## config.mk

```make
export PLATFORM = sky130hd
export DESIGN_NAME = poisson_sampler_knuth
export DESIGN_NICKNAME = d
export VERILOG_FILES = /design/src/design/psk_pkg.sv /design/src/design/psk_mul.sv /design/src/design/psk_seq.sv /design/src/design/poisson_sampler_knuth.sv
export SDC_FILE = /design/constraint.sdc
export NUM_CORES = 2
export LEC_CHECK = 0
export ABC_AREA = 1
export ABC_CLOCK_PERIOD_IN_PS = 10750
export BUFFER_PORTS_ARGS = -buffer_cell sky130_fd_sc_hd__buf_4
export CAP_MARGIN = 15
export CORE_ASPECT_RATIO = 1.25
export CORE_MARGIN = 1.5
export CORE_UTILIZATION = 40
export CTS_BUF_LIST = sky130_fd_sc_hd__clkbuf_4
export DETAILED_ROUTE_END_ITERATION = 12
export GPL_TIMING_DRIVEN = 0
export SLEW_MARGIN = 20
export SYNTH_ARGS = -nofsm -noshare
export SYNTH_HDL_FRONTEND = slang
export SYNTH_SLANG_ARGS = --single-unit
```

## constraint.sdc

```tcl
create_clock -name clock -period 10.75 [get_ports clock]
set_clock_uncertainty 0.1 [all_clocks]
set_input_delay 0.5375 -clock clock [delete_from_list [all_inputs] [get_ports clock]]
set_output_delay 0.5375 -clock clock [all_outputs]
set_load 0.01 [all_outputs]
```

## src/design/psk_pkg.sv

```systemverilog
// Package for the Knuth Poisson sampler: sequencer states, control and status
// bundles, generator constants and register indexes. No dependencies.
package psk_pkg;

   // Generator multiplier 0x5DEECE66D split into 24-bit halves, and its increment.
   localparam int           HALF_BITS      = 24;
   localparam logic [23:0]  LCG_MUL_LO     = 24'hECE66D;
   localparam logic [23:0]  LCG_MUL_HI     = 24'h0005DE;
   localparam logic [47:0]  LCG_ADD        = 48'h00000000000B;

   // Register reset values.
   localparam logic [31:0]  THRESHOLD_RESET = 32'd1580030169;
   localparam logic [47:0]  SEED_RESET      = 48'd20017429951246;

   // Configuration register indexes.
   localparam logic         CSR_THRESHOLD  = 1'b0;
   localparam logic         CSR_SEED       = 1'b1;

   // Sequencer states.
   typedef enum logic [2:0] {
      ST_IDLE,
      ST_LCG_LL,
      ST_LCG_HL,
      ST_LCG_LH,
      ST_LCG_SUM,
      ST_PROD_MUL,
      ST_PROD_ACC,
      ST_TEST
   } state_type;

   // Operand pairs for the shared multiplier.
   typedef enum logic [1:0] {
      MUL_XL_ML,
      MUL_XH_ML,
      MUL_XL_MH,
      MUL_PROD_U
   } mul_op_type;

   // Control from the sequencer to the datapath.
   typedef struct packed {
      logic       idle;
      mul_op_type mul_op;
      logic       acc_load;
      logic       acc_add;
      logic       gen_step;
      logic       prod_from_uniform;
      logic       prod_from_mul;
      logic       count_inc;
      logic       sat_set;
      logic       rsp_load;
   } ctrl_type;

   // Status from the datapath to the sequencer.
   typedef struct packed {
      logic req_draw;
      logic first;
      logic prod_above;
      logic count_full;
      logic rsp_free;
   } status_type;

endpackage

```

## src/design/psk_mul.sv

```systemverilog
// Shared 32 x 32 multiplier with a registered product.
// Used for the generator partial products and the running product.
module psk_mul (
   input  logic        clock,
   input  logic [31:0] op_a,
   input  logic [31:0] op_b,
   output logic [63:0] product
);

   logic [63:0] product_ff;
   logic [63:0] product_in;

   // One product per cycle, registered before any use.
   assign product_in = 64'(op_a) * 64'(op_b);

   always_ff @(posedge clock) begin
      product_ff <= product_in;
   end

   assign product = product_ff;

endmodule

```

## src/design/psk_seq.sv

```systemverilog
// Sequencer for the Poisson sampler: steps the generator and the product loop.
// Depends on psk_pkg for the state, control and status types.
module psk_seq (
   input  logic                clock,
   input  logic                reset,
   input  psk_pkg::status_type status,
   output psk_pkg::ctrl_type   ctrl
);

   psk_pkg::state_type state_ff;
   psk_pkg::state_type state_in;
   logic               done_ff;
   logic               done_in;

   // Pending result waiting for a free output register.
   always_ff @(posedge clock) begin
      if (reset) begin
         state_ff <= psk_pkg::ST_IDLE;
         done_ff  <= 1'b0;
      end else begin
         state_ff <= state_in;
         done_ff  <= done_in;
      end
   end

   // Next state.
   always_comb begin
      state_in = state_ff;
      done_in  = done_ff;
      case (state_ff)
         psk_pkg::ST_IDLE: begin
            if (done_ff) begin
               if (status.rsp_free) begin
                  done_in = 1'b0;
               end
            end else if (status.req_draw) begin
               state_in = psk_pkg::ST_LCG_LL;
            end
         end
         psk_pkg::ST_LCG_LL:  state_in = psk_pkg::ST_LCG_HL;
         psk_pkg::ST_LCG_HL:  state_in = psk_pkg::ST_LCG_LH;
         psk_pkg::ST_LCG_LH:  state_in = psk_pkg::ST_LCG_SUM;
         psk_pkg::ST_LCG_SUM: state_in = psk_pkg::ST_PROD_MUL;
         psk_pkg::ST_PROD_MUL: begin
            state_in = status.first ? psk_pkg::ST_TEST : psk_pkg::ST_PROD_ACC;
         end
         psk_pkg::ST_PROD_ACC: state_in = psk_pkg::ST_TEST;
         psk_pkg::ST_TEST: begin
            if (status.prod_above && !status.count_full) begin
               state_in = psk_pkg::ST_LCG_LL;
            end else begin
               state_in = psk_pkg::ST_IDLE;
               done_in  = 1'b1;
            end
         end
         default: begin
            state_in = psk_pkg::ST_IDLE;
            done_in  = 1'b0;
         end
      endcase
   end

   // Outputs.
   always_comb begin
      ctrl                   = '0;
      ctrl.mul_op            = psk_pkg::MUL_XL_ML;
      case (state_ff)
         psk_pkg::ST_IDLE: begin
            ctrl.idle     = !done_ff;
            ctrl.rsp_load = done_ff && status.rsp_free;
         end
         psk_pkg::ST_LCG_LL: ctrl.mul_op = psk_pkg::MUL_XL_ML;
         psk_pkg::ST_LCG_HL: begin
            ctrl.mul_op   = psk_pkg::MUL_XH_ML;
            ctrl.acc_load = 1'b1;
         end
         psk_pkg::ST_LCG_LH: begin
            ctrl.mul_op  = psk_pkg::MUL_XL_MH;
            ctrl.acc_add = 1'b1;
         end
         psk_pkg::ST_LCG_SUM: ctrl.gen_step = 1'b1;
         psk_pkg::ST_PROD_MUL: begin
            ctrl.mul_op            = psk_pkg::MUL_PROD_U;
            ctrl.prod_from_uniform = status.first;
         end
         psk_pkg::ST_PROD_ACC: ctrl.prod_from_mul = 1'b1;
         psk_pkg::ST_TEST: begin
            ctrl.count_inc = status.prod_above && !status.count_full;
            ctrl.sat_set   = status.prod_above && status.count_full;
         end
         default: ctrl.idle = 1'b0;
      endcase
   end

endmodule

```

## src/design/poisson_sampler_knuth.sv

```systemverilog
// Top level of the Knuth Poisson sampler: registers, generator and product datapath.
// Depends on psk_pkg, psk_mul (shared multiplier) and psk_seq (sequencer).
//
//   Channel | Ports                               | Direction
//   req     | req_valid, req_stall, req_reseed    | in, beat per item
//   rsp     | rsp_valid, rsp_stall, rsp_sample,   | out, one beat per draw
//           | rsp_saturated                       |
//   csr     | csr_write, csr_index, csr_data      | in, write only
//
// A reseed beat gives no result. A draw shows its result in the output register, and
// the next beat is taken only after that result is loaded: every uniform costs three
// 24 x 24 partial products and a sum on the one shared multiplier, and each further
// uniform one more product and its load.
// Synchronous reset loads the register reset values and seeds the generator.
// A result that waits under rsp_stall holds the sequencer after it finishes the next draw.
module poisson_sampler_knuth #(
   parameter int MAX_COUNT    = 255,
   parameter int UNIFORM_BITS = 32
) (
   input  logic        clock,
   input  logic        reset,
   input  logic        req_valid,
   output logic        req_stall,
   input  logic        req_reseed,
   output logic        rsp_valid,
   input  logic        rsp_stall,
   output logic [7:0]  rsp_sample,
   output logic        rsp_saturated,
   input  logic        csr_write,
   input  logic        csr_index,
   input  logic [47:0] csr_data
);

   localparam int          CW         = $clog2(MAX_COUNT + 1);
   localparam int          ZERO_BITS  = (UNIFORM_BITS < 32) ? 32 - UNIFORM_BITS : 0;
   localparam logic [31:0] UNI_MASK   = 32'hFFFFFFFF << ZERO_BITS;
   localparam logic [7:0]  SAT_SAMPLE = (MAX_COUNT > 255) ? 8'd255 : 8'(MAX_COUNT);

   psk_pkg::ctrl_type   ctrl;
   psk_pkg::status_type status;

   logic [31:0] threshold_ff, threshold_in;
   logic [47:0] seed_ff, seed_in;
   logic [47:0] gen_ff, gen_in;
   logic [47:0] acc_ff, acc_in;
   logic [31:0] prod_ff, prod_in;
   logic [CW-1:0] count_ff, count_in;
   logic        sat_ff, sat_in;
   logic        first_ff, first_in;
   logic        rsp_valid_ff, rsp_valid_in;
   logic [7:0]  rsp_sample_ff, rsp_sample_in;
   logic        rsp_sat_ff, rsp_sat_in;

   logic        req_accept;
   logic [31:0] uniform;
   logic [31:0] mul_a, mul_b;
   logic [63:0] mul_p;
   logic [47:0] mul_shifted;
   logic [15:0] count_wide;

   assign req_accept = req_valid && ctrl.idle;
   assign req_stall  = !ctrl.idle;

   // Uniform from the top bits of the generator, aligned to Q0.32.
   assign uniform = gen_ff[47:16] & UNI_MASK;

   // Operand selection for the shared multiplier.
   always_comb begin
      case (ctrl.mul_op)
         psk_pkg::MUL_XL_ML: begin
            mul_a = 32'(gen_ff[23:0]);
            mul_b = 32'(psk_pkg::LCG_MUL_LO);
         end
         psk_pkg::MUL_XH_ML: begin
            mul_a = 32'(gen_ff[47:24]);
            mul_b = 32'(psk_pkg::LCG_MUL_LO);
         end
         psk_pkg::MUL_XL_MH: begin
            mul_a = 32'(gen_ff[23:0]);
            mul_b = 32'(psk_pkg::LCG_MUL_HI);
         end
         psk_pkg::MUL_PROD_U: begin
            mul_a = prod_ff;
            mul_b = uniform;
         end
         default: begin
            mul_a = '0;
            mul_b = '0;
         end
      endcase
   end

   psk_mul u_mul (
      .clock   (clock),
      .op_a    (mul_a),
      .op_b    (mul_b),
      .product (mul_p)
   );

   psk_seq u_seq (
      .clock  (clock),
      .reset  (reset),
      .status (status),
      .ctrl   (ctrl)
   );

   // Cross partial products only reach the upper half of the 48-bit state.
   assign mul_shifted = {mul_p[psk_pkg::HALF_BITS-1:0], 24'd0};

   assign status.req_draw   = req_accept && !req_reseed;
   assign status.first      = first_ff;
   assign status.prod_above = prod_ff > threshold_ff;
   assign status.count_full = count_ff >= CW'(MAX_COUNT);
   assign status.rsp_free   = !rsp_valid_ff || !rsp_stall;

   // Configuration writes.
   always_comb begin
      threshold_in = threshold_ff;
      seed_in      = seed_ff;
      if (csr_write) begin
         case (csr_index)
            psk_pkg::CSR_THRESHOLD: threshold_in = csr_data[31:0];
            psk_pkg::CSR_SEED:      seed_in      = csr_data;
            default:                threshold_in = threshold_ff;
         endcase
      end
   end

   // Generator, accumulator and product loop.
   always_comb begin
      gen_in   = gen_ff;
      acc_in   = acc_ff;
      prod_in  = prod_ff;
      count_in = count_ff;
      sat_in   = sat_ff;
      first_in = first_ff;
      if (req_accept && req_reseed) begin
         gen_in = seed_ff;
      end
      if (status.req_draw) begin
         count_in = '0;
         sat_in   = 1'b0;
         first_in = 1'b1;
      end
      if (ctrl.acc_load) begin
         acc_in = mul_p[47:0];
      end
      if (ctrl.acc_add) begin
         acc_in = acc_ff + mul_shifted;
      end
      if (ctrl.gen_step) begin
         gen_in = acc_ff + mul_shifted + psk_pkg::LCG_ADD;
      end
      if (ctrl.prod_from_uniform) begin
         prod_in  = uniform;
         first_in = 1'b0;
      end
      if (ctrl.prod_from_mul) begin
         prod_in = mul_p[63:32];
      end
      if (ctrl.count_inc) begin
         count_in = count_ff + CW'(1);
      end
      if (ctrl.sat_set) begin
         sat_in = 1'b1;
      end
   end

   // Output register; counts above eight bits report as 255.
   assign count_wide = 16'(count_ff);

   always_comb begin
      rsp_valid_in  = rsp_valid_ff && rsp_stall;
      rsp_sample_in = rsp_sample_ff;
      rsp_sat_in    = rsp_sat_ff;
      if (ctrl.rsp_load) begin
         rsp_valid_in  = 1'b1;
         rsp_sample_in = (count_wide > 16'd255) ? 8'd255 : count_wide[7:0];
         rsp_sat_in    = sat_ff;
      end
   end

   always_ff @(posedge clock) begin
      if (reset) begin
         threshold_ff <= psk_pkg::THRESHOLD_RESET;
         seed_ff      <= psk_pkg::SEED_RESET;
         gen_ff       <= psk_pkg::SEED_RESET;
         rsp_valid_ff <= 1'b0;
         first_ff     <= 1'b0;
      end else begin
         threshold_ff <= threshold_in;
         seed_ff      <= seed_in;
         gen_ff       <= gen_in;
         rsp_valid_ff <= rsp_valid_in;
         first_ff     <= first_in;
      end
   end

   always_ff @(posedge clock) begin
      acc_ff        <= acc_in;
      prod_ff       <= prod_in;
      count_ff      <= count_in;
      sat_ff        <= sat_in;
      rsp_sample_ff <= rsp_sample_in;
      rsp_sat_ff    <= rsp_sat_in;
   end

   assign rsp_valid     = rsp_valid_ff;
   assign rsp_sample    = rsp_sample_ff;
   assign rsp_saturated = rsp_sat_ff;

`ifndef NO_ASSERTIONS
   // A saturated result always reports the count limit.
   a_sat_sample : assert property (@(posedge clock) disable iff (reset)
      rsp_valid && rsp_saturated |-> rsp_sample == SAT_SAMPLE)
      else $error("saturated result with a count below the limit");

   // The count never runs past the limit.
   a_count_bound : assert property (@(posedge clock) disable iff (reset)
      !first_ff && !ctrl.idle |-> count_ff <= CW'(MAX_COUNT))
      else $error("draw count beyond the limit");

   // The generator moves only on a generator step or a reseed beat.
   a_gen_moves : assert property (@(posedge clock) disable iff (reset)
      !$stable(gen_ff) |-> $past(reset) || $past(ctrl.gen_step)
                           || $past(req_accept && req_reseed))
      else $error("generator state changed outside a step or reseed");
`endif

endmodule
```

==> metrics <==
result of the run=complete, no violations; fraction of layout instances using a drive strength above 1=6.61%; DR vias=40909; worst-skew pair later-pin latency=800 ps; net count after synthesis=7083; DP Worst Slack=-302 ps; share of the clock period used by the worst path=98.3%; most frequent standard cell in the layout excluding fill and tap cells=sky130_fd_sc_hd__inv_1; vias in the first global route=42785; Crit path arrival time=11100 ps; synthesized instance count=5807; max cap viols=0; number of buffers between clock root and the deepest sink=3; CTS tree=yes; total overflow reported by the global router=0; count of clock tree sinks=296; unrepaired setup endpoints after global routing=false; worst min-delay path category=in2reg; vias per std cell=5.36; initial antenna violation count=17; worst reg2reg path startpoint=u_seq.state_ff[0]; area of all placed cells without fillers=51400 um^2; Final Hold Violating Endpoints=0; Critical Path Max Stage Delay=670 ps; number of top-level design ports=66; Max Clk Rate=94.7 MHz; post-synthesis register bit count=296; wire length per cell after detailed routing=27.1 um; type of the worst setup path=reg2reg; Antenna Violating Nets Remaining=0; Setup violations, final=0; wire length after detailed routing=207000 um; cell at the root of the clock tree=sky130_fd_sc_hd__clkbuf_4; post-synthesis average cell area=8.16 um^2; origin of the worst min-delay path=csr_data[45]; start point of the critical path=u_seq.state_ff[0]; Core ar.=118000 um^2; Total Nets Final=7275; worst slew pin tran=1230 ps; DRC violation count after routing=0; GRT Util Overall=34.4%; clock transition at the registers of the reported paths=70 ps; highest net fanout along the worst path=10; Post-synth EDFFs=97; smallest setup slack after layout=185 ps; Post-Syn Area=47400 um^2; final hold slack=31.8 ps; number of buffer cells added on primary ports=65; Final Wtd Congestion=1.06; most used cell, CP=sky130_fd_sc_hd__fa_1; width of the die=311 um; number of DRC markers after the initial detailed-route iteration=3522; fill cell total of the finished layout=12163; first-pass iteration count of the detailed router=6; layout overhead on the synthesized area=8.55%; die area=121000 um^2; half-perimeter wire length after placement=175000 um; Async SR Flop Fraction=0%; row count=141; kind of start point of the critical path=flip-flop; wire length of the first global-routing pass=294000 um; post-layout utilization of the core=43.7%; commonest cells after routing, fill and taps aside=sky130_fd_sc_hd__inv_1 (1272), sky130_fd_sc_hd__nand2_1 (1078), sky130_fd_sc_hd__fa_1 (897); Min Clock Period, post-route=10570 ps; number of pins exceeding their max-slew limit in the final report=0; initial standard-cell utilization of the core=40.2%; Max transition margin=18.2%; CP max-delay cell=sky130_fd_sc_hd__clkbuf_1; Top FF cell, synth=sky130_fd_sc_hd__dfxtp_1; sequential cell area fraction in the yosys report=14.6%; TritonCTS buffer count=71; Crit path required time=11290 ps; H-tree level count=3; critical path capture point type=flip-flop; count of distinct cell types in the synthesized netlist=53; yosys warns=0; Die Span Y=388 um; instance area at placement=50000 um^2; pin count of the biggest net entering global routing=34
layer usage:
layer / vias up / GRT usage (%) / part of all wire, %
met3: 696 / 6.30 / 7.5
li1: 17814 / - / -
met2: 2067 / 58.1 / 48
met1: 20326 / 38.0 / 35
met5: - / 0 / 0.015
met4: 6 / 27.9 / 9.8
worst paths after layout:
path,end,slack [ps],cells after the start
hold reg to reg,rsp_saturated,350,0
setup / recovery,u_mul.product[63],180,33
setup reg to reg,u_mul.product[63],180,33
hold / removal,seed_ff[45],30,3
worst max-delay path, delay by kind of cell, from the launching register on:
kind                       cells  cell delay, ps
xor gates and xnor gates       1             410
and+or+nand+nor                3             320
AOI/OAI and AO/OA              9            2280
adders and majority gates     10            4790
DFF                            1             370
buffers and inverters         10            2140
registers in the layout, summed over array words and instances (netlist names):
name            count
u_seq.done_ff       1
rsp_sample          8
rsp_valid           1
seed_ff            48
prod_ff            32
rsp_saturated       1
u_seq.state_ff      3
gen_ff             48
threshold_ff       32
first_ff            1
u_mul.product      64
sat_ff              1
count_ff            8
acc_ff             48
through the flow:
stage / cells / setup TNS, ps
after CTS: 7626 / 0
after global routing: 7628 / 0
after detailed placement: 7449 / -302
after global placement: 7445 / -3560
final: 7638 / 0
after floorplan: 5807 / 0
synth_stat cells, types with 2 or more instances:
master                         n  area (um^2)
sky130_fd_sc_hd__o21a_1       10         75.1
sky130_fd_sc_hd__buf_2        84          420
sky130_fd_sc_hd__a21boi_1      2         15.0
sky130_fd_sc_hd__xnor2_1      35          307
sky130_fd_sc_hd__buf_4         7         52.6
sky130_fd_sc_hd__nor2_1      788         2960
sky130_fd_sc_hd__dfxtp_1     199         3980
sky130_fd_sc_hd__xor2_1       58          508
sky130_fd_sc_hd__o21ai_1      16         80.1
sky130_fd_sc_hd__a221o_1      14          140
sky130_fd_sc_hd__o211ai_1     52          390
sky130_fd_sc_hd__a21o_1       10         75.1
sky130_fd_sc_hd__inv_2        14         52.6
sky130_fd_sc_hd__clkinv_1     12         45.0
sky130_fd_sc_hd__nand2_1    1079         4050
sky130_fd_sc_hd__nand3_1     111          556
sky130_fd_sc_hd__edfxtp_1     97         2910
sky130_fd_sc_hd__nand3_2      12          120
sky130_fd_sc_hd__o21bai_1      9         67.6
sky130_fd_sc_hd__buf_1         9         33.8
sky130_fd_sc_hd__nor3b_1       2         15.0
sky130_fd_sc_hd__a41oi_1       2         17.5
sky130_fd_sc_hd__nand4_1      22          138
sky130_fd_sc_hd__fa_1        897        18000
sky130_fd_sc_hd__clkbuf_1    122          458
sky130_fd_sc_hd__a21oi_2       4         35.0
sky130_fd_sc_hd__nand2_2      18          113
sky130_fd_sc_hd__o21ai_2       8         70.1
sky130_fd_sc_hd__a21boi_0      3         22.5
sky130_fd_sc_hd__nor3_1       19         95.1
sky130_fd_sc_hd__or2_2         4         25.0
sky130_fd_sc_hd__nor2_4       10          113
sky130_fd_sc_hd__inv_1      1273         4780
sky130_fd_sc_hd__nor4_1        6         37.5
sky130_fd_sc_hd__o2111ai_1     7         61.3
sky130_fd_sc_hd__o221ai_1      8         70.1
sky130_fd_sc_hd__nor2_2       29          181
sky130_fd_sc_hd__mux2_2       11          124
sky130_fd_sc_hd__a21oi_1     192          961
sky130_fd_sc_hd__ha_1        324         4050
sky130_fd_sc_hd__o21ai_0     181          906
sky130_fd_sc_hd__and3_1        4         25.0
sky130_fd_sc_hd__a31oi_1      33          206
cells by family (layout without fill, tap and decap cells):
kind of cell / after synthesis / in the layout / synth area share, %
xor gates and xnor gates: 93 / 93 / 1.72
AOI/OAI and AO/OA: 557 / 557 / 6.84
and+or+nand+nor: 2108 / 2108 / 17.9
DFF: 296 / 296 / 14.6
adders and majority gates: 1221 / 1221 / 46.4
muxes: 11 / 11 / 0.261
other: 0 / 11 / 0
buffers and inverters: 1521 / 1768 / 12.3
layout make-up:
class                   instances  area [um^2]  area share, %
well taps                    1573         1970           3.83
repair buffers                120         1050           2.05
clock buffers                 102          766           1.49
clock inverters                26          159          0.309
flip-flops and latches        296         6900           13.4
plain buffers                 221          977           1.90
inverters                    1299         4880           9.49
diodes                         11         27.5         0.0535
multi-input cells            3990        34700           67.5
timing repair:
item / 4_1_cts / 5_1_grt
setup endpoints to repair: 1 / 8
pin swaps: 1 / 1
hold buffers: 48 / 0
endpoints found under the hold margin: 71 / 0
resized for setup: 3 / 13
setup buffers: 1 / 2
Power is left out: the tool's default activity adds up to more than one toggle a clock period on the data nets, which glitch-free logic cannot reach.
